--- config.mk ---
export PLATFORM = sky130hd
export DESIGN_NAME = ckx_ctrl
export DESIGN_NICKNAME = d
export VERILOG_FILES = /design/src/hw/rtl/ckx_pkg.sv /design/src/hw/rtl/ckx_ctrl.sv
export SDC_FILE = /design/constraint.sdc
export NUM_CORES = 1
export LEC_CHECK = 0
export ABC_AREA = 1
export CAP_MARGIN = 20
export CELL_PAD_IN_SITES_DETAIL_PLACEMENT = 0
export CELL_PAD_IN_SITES_GLOBAL_PLACEMENT = 1
export CORE_MARGIN = 2
export CORE_UTILIZATION = 39
export DETAILED_ROUTE_END_ITERATION = 12
export DONT_BUFFER_PORTS = 1
export GPL_TIMING_DRIVEN = 0
export PLACE_DENSITY_LB_ADDON = 0.15
export SLEW_MARGIN = 25
export SYNTH_ARGS = -nofsm -noshare
export SYNTH_HDL_FRONTEND = slang
export SYNTH_SLANG_ARGS = --single-unit
--- constraint.sdc ---
create_clock -name clk -period 1.8 [get_ports clk]
set_input_delay 0 -clock clk [delete_from_list [all_inputs] [get_ports clk]]
set_output_delay 0 -clock clk [all_outputs]
set_load 0.01 [all_outputs]
--- src/hw/rtl/ckx_pkg.sv ---
`timescale 1ns / 1ps
// Package for the keyed XOR stream cipher: constants, command and status types,
// controller states and the twister output tempering function. No dependencies.
package ckx_pkg;

	localparam int unsigned TWISTER_DEPTH_DEF = 312;

	localparam logic [1:0] MODE_START = 2'd0;
	localparam logic [1:0] MODE_PASS  = 2'd1;
	localparam logic [1:0] MODE_DATA  = 2'd2;

	localparam logic [63:0] FNV_BASIS  = 64'h14650FB0739D0383;
	localparam logic [8:0]  FNV_MUL_LO = 9'h1B3;
	localparam int unsigned FNV_MUL_SH = 40;

	localparam logic [63:0] MIX_C0  = 64'h9E3779B97F4A7C15;
	localparam logic [63:0] MIX_C1  = 64'hBF58476D1CE4E5B9;
	localparam logic [63:0] MIX_C2  = 64'h94D049BB133111EB;
	localparam logic [63:0] LCG_MUL = 64'h5851F42D4C957F2D;
	localparam logic [63:0] MT_MAG  = 64'hB5026F5AA96619E9;

	localparam logic [1:0] MUL_PH_FIRST = 2'd0;
	localparam logic [1:0] MUL_PH_MID   = 2'd1;
	localparam logic [1:0] MUL_PH_LAST  = 2'd2;

	typedef enum logic [2:0] {
		ACC_HOLD,
		ACC_LDN,
		ACC_XH,
		ACC_ADD,
		ACC_XS30,
		ACC_XS27,
		ACC_XS31,
		ACC_XS62
	} acc_op_t;

	typedef enum logic [1:0] {
		MUL_C1,
		MUL_C2,
		MUL_LCG
	} mul_sel_t;

	typedef enum logic [1:0] {
		RD_ZERO,
		RD_K1,
		RD_KSH,
		RD_TIDX
	} rd_sel_t;

	typedef enum logic [4:0] {
		ST_IDLE,
		ST_MX_LDN,
		ST_MX_ADD,
		ST_MX_S30,
		ST_MX_M1,
		ST_MX_S27,
		ST_MX_M2,
		ST_MX_S31,
		ST_MX_XH,
		ST_SD_S62,
		ST_SD_MUL,
		ST_SD_WR,
		ST_NX_CHK,
		ST_RG_L0,
		ST_RG_C0,
		ST_RG_R1,
		ST_RG_R2,
		ST_RG_W,
		ST_NX_RD,
		ST_NX_TM,
		ST_EMIT
	} ckx_state_t;

	typedef struct packed {
		logic     take;
		acc_op_t  acc_op;
		logic     mul_en;
		mul_sel_t mul_sel;
		logic     cnt_clr;
		logic     seed_wr;
		logic     seed_done;
		rd_sel_t  rd_sel;
		logic     cur_ld;
		logic     nxt_ld;
		logic     rg_wr;
		logic     key_ld;
		logic     emit;
	} ckx_cmd_t;

	typedef struct packed {
		logic kready;
		logic bpos_zero;
		logic tidx_full;
		logic cnt_last;
		logic mul_done;
	} ckx_sts_t;

	function automatic logic [63:0] ckx_temper(input logic [63:0] x);
		logic [63:0] y;
		y = x;
		y = y ^ ((y >> 29) & 64'h5555555555555555);
		y = y ^ ((y << 17) & 64'h71D6A4A7FFFEEEF7);
		y = y ^ ((y << 37) & 64'hFFF7EEE000000000);
		y = y ^ (y >> 43);
		return y;
	endfunction

endpackage

--- src/hw/rtl/ckx_ctrl.sv ---
`timescale 1ns / 1ps
// Controller: sequences hashing, seed mixing, twister seeding, regeneration and
// byte output. Depends on ckx_pkg.
module ckx_ctrl
	import ckx_pkg::*;
(
	input  logic       clk,
	input  logic       arst_n,
	input  logic       in_valid,
	output logic       in_ready,
	input  logic [1:0] mode,
	output logic       out_valid,
	input  logic       out_ready,
	input  ckx_sts_t   sts,
	output ckx_cmd_t   cmd
);

	ckx_state_t state_q, state_d;
	logic       pass_q, pass_d;
	logic       out_valid_q;
	logic       take;
	logic       emit_ok;

	assign in_ready  = (state_q == ST_IDLE);
	assign take      = in_valid && in_ready;
	assign emit_ok   = !out_valid_q || out_ready;
	assign out_valid = out_valid_q;

	always_comb begin
		state_d = state_q;
		pass_d  = pass_q;
		case (state_q)
			ST_IDLE: begin
				if (take && mode == MODE_DATA) begin
					if (!sts.kready) begin
						state_d = ST_MX_LDN;
					end else if (sts.bpos_zero) begin
						state_d = ST_NX_CHK;
					end else begin
						state_d = ST_EMIT;
					end
				end
			end
			ST_MX_LDN: begin
				pass_d  = 1'b0;
				state_d = ST_MX_ADD;
			end
			ST_MX_ADD: state_d = ST_MX_S30;
			ST_MX_S30: state_d = ST_MX_M1;
			ST_MX_M1:  if (sts.mul_done) state_d = ST_MX_S27;
			ST_MX_S27: state_d = ST_MX_M2;
			ST_MX_M2:  if (sts.mul_done) state_d = ST_MX_S31;
			ST_MX_S31: state_d = pass_q ? ST_SD_WR : ST_MX_XH;
			ST_MX_XH: begin
				pass_d  = 1'b1;
				state_d = ST_MX_ADD;
			end
			ST_SD_S62: state_d = ST_SD_MUL;
			ST_SD_MUL: if (sts.mul_done) state_d = ST_SD_WR;
			ST_SD_WR:  state_d = sts.cnt_last ? ST_NX_CHK : ST_SD_S62;
			ST_NX_CHK: state_d = sts.tidx_full ? ST_RG_L0 : ST_NX_RD;
			ST_RG_L0:  state_d = ST_RG_C0;
			ST_RG_C0:  state_d = ST_RG_R1;
			ST_RG_R1:  state_d = ST_RG_R2;
			ST_RG_R2:  state_d = ST_RG_W;
			ST_RG_W:   state_d = sts.cnt_last ? ST_NX_RD : ST_RG_R1;
			ST_NX_RD:  state_d = ST_NX_TM;
			ST_NX_TM:  state_d = ST_EMIT;
			ST_EMIT:   if (emit_ok) state_d = ST_IDLE;
			default:   state_d = ST_IDLE;
		endcase
	end

	always_comb begin
		cmd         = '0;
		cmd.acc_op  = ACC_HOLD;
		cmd.mul_sel = MUL_C1;
		cmd.rd_sel  = RD_ZERO;
		cmd.take    = take;
		case (state_q)
			ST_MX_LDN: cmd.acc_op = ACC_LDN;
			ST_MX_ADD: cmd.acc_op = ACC_ADD;
			ST_MX_S30: cmd.acc_op = ACC_XS30;
			ST_MX_M1: begin
				cmd.mul_en  = 1'b1;
				cmd.mul_sel = MUL_C1;
			end
			ST_MX_S27: cmd.acc_op = ACC_XS27;
			ST_MX_M2: begin
				cmd.mul_en  = 1'b1;
				cmd.mul_sel = MUL_C2;
			end
			ST_MX_S31: begin
				cmd.acc_op  = ACC_XS31;
				cmd.cnt_clr = 1'b1;
			end
			ST_MX_XH:  cmd.acc_op = ACC_XH;
			ST_SD_S62: cmd.acc_op = ACC_XS62;
			ST_SD_MUL: begin
				cmd.mul_en  = 1'b1;
				cmd.mul_sel = MUL_LCG;
			end
			ST_SD_WR: begin
				cmd.seed_wr   = 1'b1;
				cmd.seed_done = sts.cnt_last;
			end
			ST_RG_L0: begin
				cmd.cnt_clr = 1'b1;
				cmd.rd_sel  = RD_ZERO;
			end
			ST_RG_C0: cmd.cur_ld = 1'b1;
			ST_RG_R1: cmd.rd_sel = RD_K1;
			ST_RG_R2: begin
				cmd.nxt_ld = 1'b1;
				cmd.rd_sel = RD_KSH;
			end
			ST_RG_W:  cmd.rg_wr = 1'b1;
			ST_NX_RD: cmd.rd_sel = RD_TIDX;
			ST_NX_TM: cmd.key_ld = 1'b1;
			ST_EMIT:  cmd.emit = emit_ok;
			default: ;
		endcase
	end

	always_ff @(posedge clk or negedge arst_n) begin
		if (!arst_n) begin
			state_q     <= ST_IDLE;
			pass_q      <= 1'b0;
			out_valid_q <= 1'b0;
		end else begin
			state_q <= state_d;
			pass_q  <= pass_d;
			if (cmd.emit) begin
				out_valid_q <= 1'b1;
			end else if (out_ready) begin
				out_valid_q <= 1'b0;
			end
		end
	end

endmodule

==> impl_metrics.tcl <==
set metrics [dict create \
    numCtsBuffers 3 \
    p_per_area_nw_per_um2 1720 \
    ys_warn_count 0 \
    fin_cells 170 \
    synth_fp_nets 146 \
    syn_area_per_cell_um2 5.73 \
    core-area_um2 1920 \
    crit_path_max_fanout 6 \
    firstDrtPassIters 4 \
    ios 30 \
    syn_area_um2 773 \
    grt_max_degree 11 \
    syn2layout_area_growth_pct 12.9 \
    wl_met3_um 156 \
    max_freq_mhz 664 \
    cp.arrival_ns 1.70 \
    dr.max_layer_used "met4" \
    post-route-period-util_pct 83.6 \
    grt_pass1_vias 798 \
    holdWs_ns 0.00161 \
    hold_violations 0 \
    maxCapViolCount 0 \
    track_usage_pct 19.5 \
    dp_hpwl_mm 1.71 \
    finClkSkew_ns 0.00322 \
    synth_cell_types 25 \
    fin_crit_ns 1.51 \
    cts_tree "done" \
    routed_wl_mm 2.15 \
    drive_gt1_share_pct 11.9 \
    fin_ws_ns 0.294 \
    filler_cell_count 218 \
    slew_viol_final 0 \
    yosysSeqAreaShare_pct 22.7 \
    globalRouteOverflowTotal 0 \
    grt_pass1_wl_mm 3.62 \
    startpoint_type "flop" \
    cts_sinks 7 \
    ant_nets 0 \
    setup-tns-final_ns 0 \
    diodes 0 \
    met2_length_mm 1.02 \
    dieHeight_um 48.5 \
    dieArea_um2 2350 \
    irDropWorstVdd_mv 0.936 \
    mostFrequentLayoutCells "nand2_1, nor2_1, inv_1" \
    drcViolationCount 0 \
    vias 885 \
    setup_viol 0 \
    clk_latency_ns 0.25 \
    static-leakage-power_nw 0.531 \
    antenna_found_initial 0 \
    maxSlewHeadroom_pct 69.3 \
    synthCells 135 \
    status "complete, no violations" \
    cts_resized 0 \
    port_buffers 0 \
    start_util_pct 40.2 \
    placed_cells 162 \
    vias_per_cell 5.21 \
    die_x_um 48.5 \
    cts.clk_slew.worst_paths_ns 0.05 \
    cts.path.max_buffers 2 \
    rsz0062_at_grt "false" \
    endpoint_kind "flop" \
    globalplace.congestion 0.839 \
    root_buffer "clkbuf_4" \
    rows 16 \
    met1_length_um 959 \
    seqCellArea_um2 175 \
    multi_input_area_um2 488 \
    tightest_slew_ns 0.457 \
    cp_data_required_time_ns 1.99 \
    worst_hold_path_type "in2reg" \
    finalPower_mw 1.50 \
    fin_nets 155 \
    place_ws_ns 0.308 \
    layout_commonest_cell "nand2_1" \
    wire_per_inst_um 12.6 \
    ctsHtreeMaxLevel 1 \
    drtIter0Drc 26 \
    synth-seq-cells 7 \
    path_class "reg2reg" \
]
## through the flow
stage	instance area [um2]	util (%)
6_report	873	45.4
2_1_floorplan	773	-
3_5_place_dp	807	42.0
4_1_cts	873	45.4
5_1_grt	873	45.4
3_3_place_gp	807	42.0
## cells by family (layout without fill, tap and decap cells)
group	count (synthesis)	count (layout)	share of synthesized area, %
AOI/OAI and AO/OA	10	10	8.58
and+or+nand+nor	93	93	54.5
buffers and inverters	25	33	14.2
DFF	7	7	22.7
## cell usage after synthesis (all sizes together)
cell | number | area share [%]
nand2 | 43 | 22
nor2 | 23 | 13
inv | 21 | 10
nand3 | 18 | 12
dfrtp | 7 | 23
o21ai | 5 | 3.7
buf | 4 | 4.0
nand4 | 4 | 3.2
a21oi | 2 | 1.8
nor3 | 2 | 1.3
a22o | 1 | 1.1
nand3b | 1 | 0.97
nor3b | 1 | 0.97
o211ai | 1 | 0.97
o31ai | 1 | 0.97
or2 | 1 | 0.81
## registers in the layout, summed over array words and instances, names as in the netlist
register and count:
out_valid 1, pass_q 1, state_q 5
## worst max-delay path, cell delays in order (launching register included)
cell,delay (ns)
dfrtp_1,0.45
inv_1,0.12
nand2_1,0.11
nor2_4,0.18
nand2_1,0.09
nor2_1,0.23
nor2_1,0.09
nand2_1,0.07
nand2_1,0.04
nand2_1,0.05
## path summary, 6_finish.rpt
kind,from,end,slack (ns),cells after the start
max in group asynchronous,arst_n,pass_q$_DFFE_PN0P_,1.47,1
worst max-delay path,state_q[2]$_DFFE_PN0P_,state_q[2]$_DFFE_PN0P_,0.29,9
worst max register to register,state_q[2]$_DFFE_PN0P_,state_q[2]$_DFFE_PN0P_,0.29,9
min in group asynchronous,arst_n,state_q[3]$_DFFE_PN0P_,0.08,1
worst min register to register,pass_q$_DFFE_PN0P_,pass_q$_DFFE_PN0P_,0.53,1
worst min-delay path,out_ready,state_q[4]$_DFFE_PN0P_,0.002,3
## what timing repair did
action                                 4_1_cts  5_1_grt
endpoints found under the hold margin        9        0
setup buffers                                0        0
hold buffers                                 4        0
## per-layer routing
layer  global-route usage, %  vias up
met1                    25.7      394
li1                        -      446
met5                       0        -
met3                    3.09        2
met4                    5.71        0
met2                    33.1       43
## report_power, final
| group | internal [mW] | total, mW | leakage (nW) | switching [mW] |
|---|---|---|---|---|
| Sequential | 0.226 | 0.327 | 0.0910 | 0.101 |
| Combinational | 0.321 | 1.03 | 0.425 | 0.713 |
| Clock | 0.0846 | 0.142 | 0.0150 | 0.0576 |
| Total | 0.632 | 1.50 | 0.531 | 0.872 |
## cell type report
type	count	share of cell area, %
tap	27	3.87
buffer	4	3.58
inverter	21	9.03
clock buffer	4	3.01
multi-input combinational	103	55.9
timing repair buffer	4	4.58
sequential	7	20.1
Note: power is estimated with default switching activity, not from simulation.
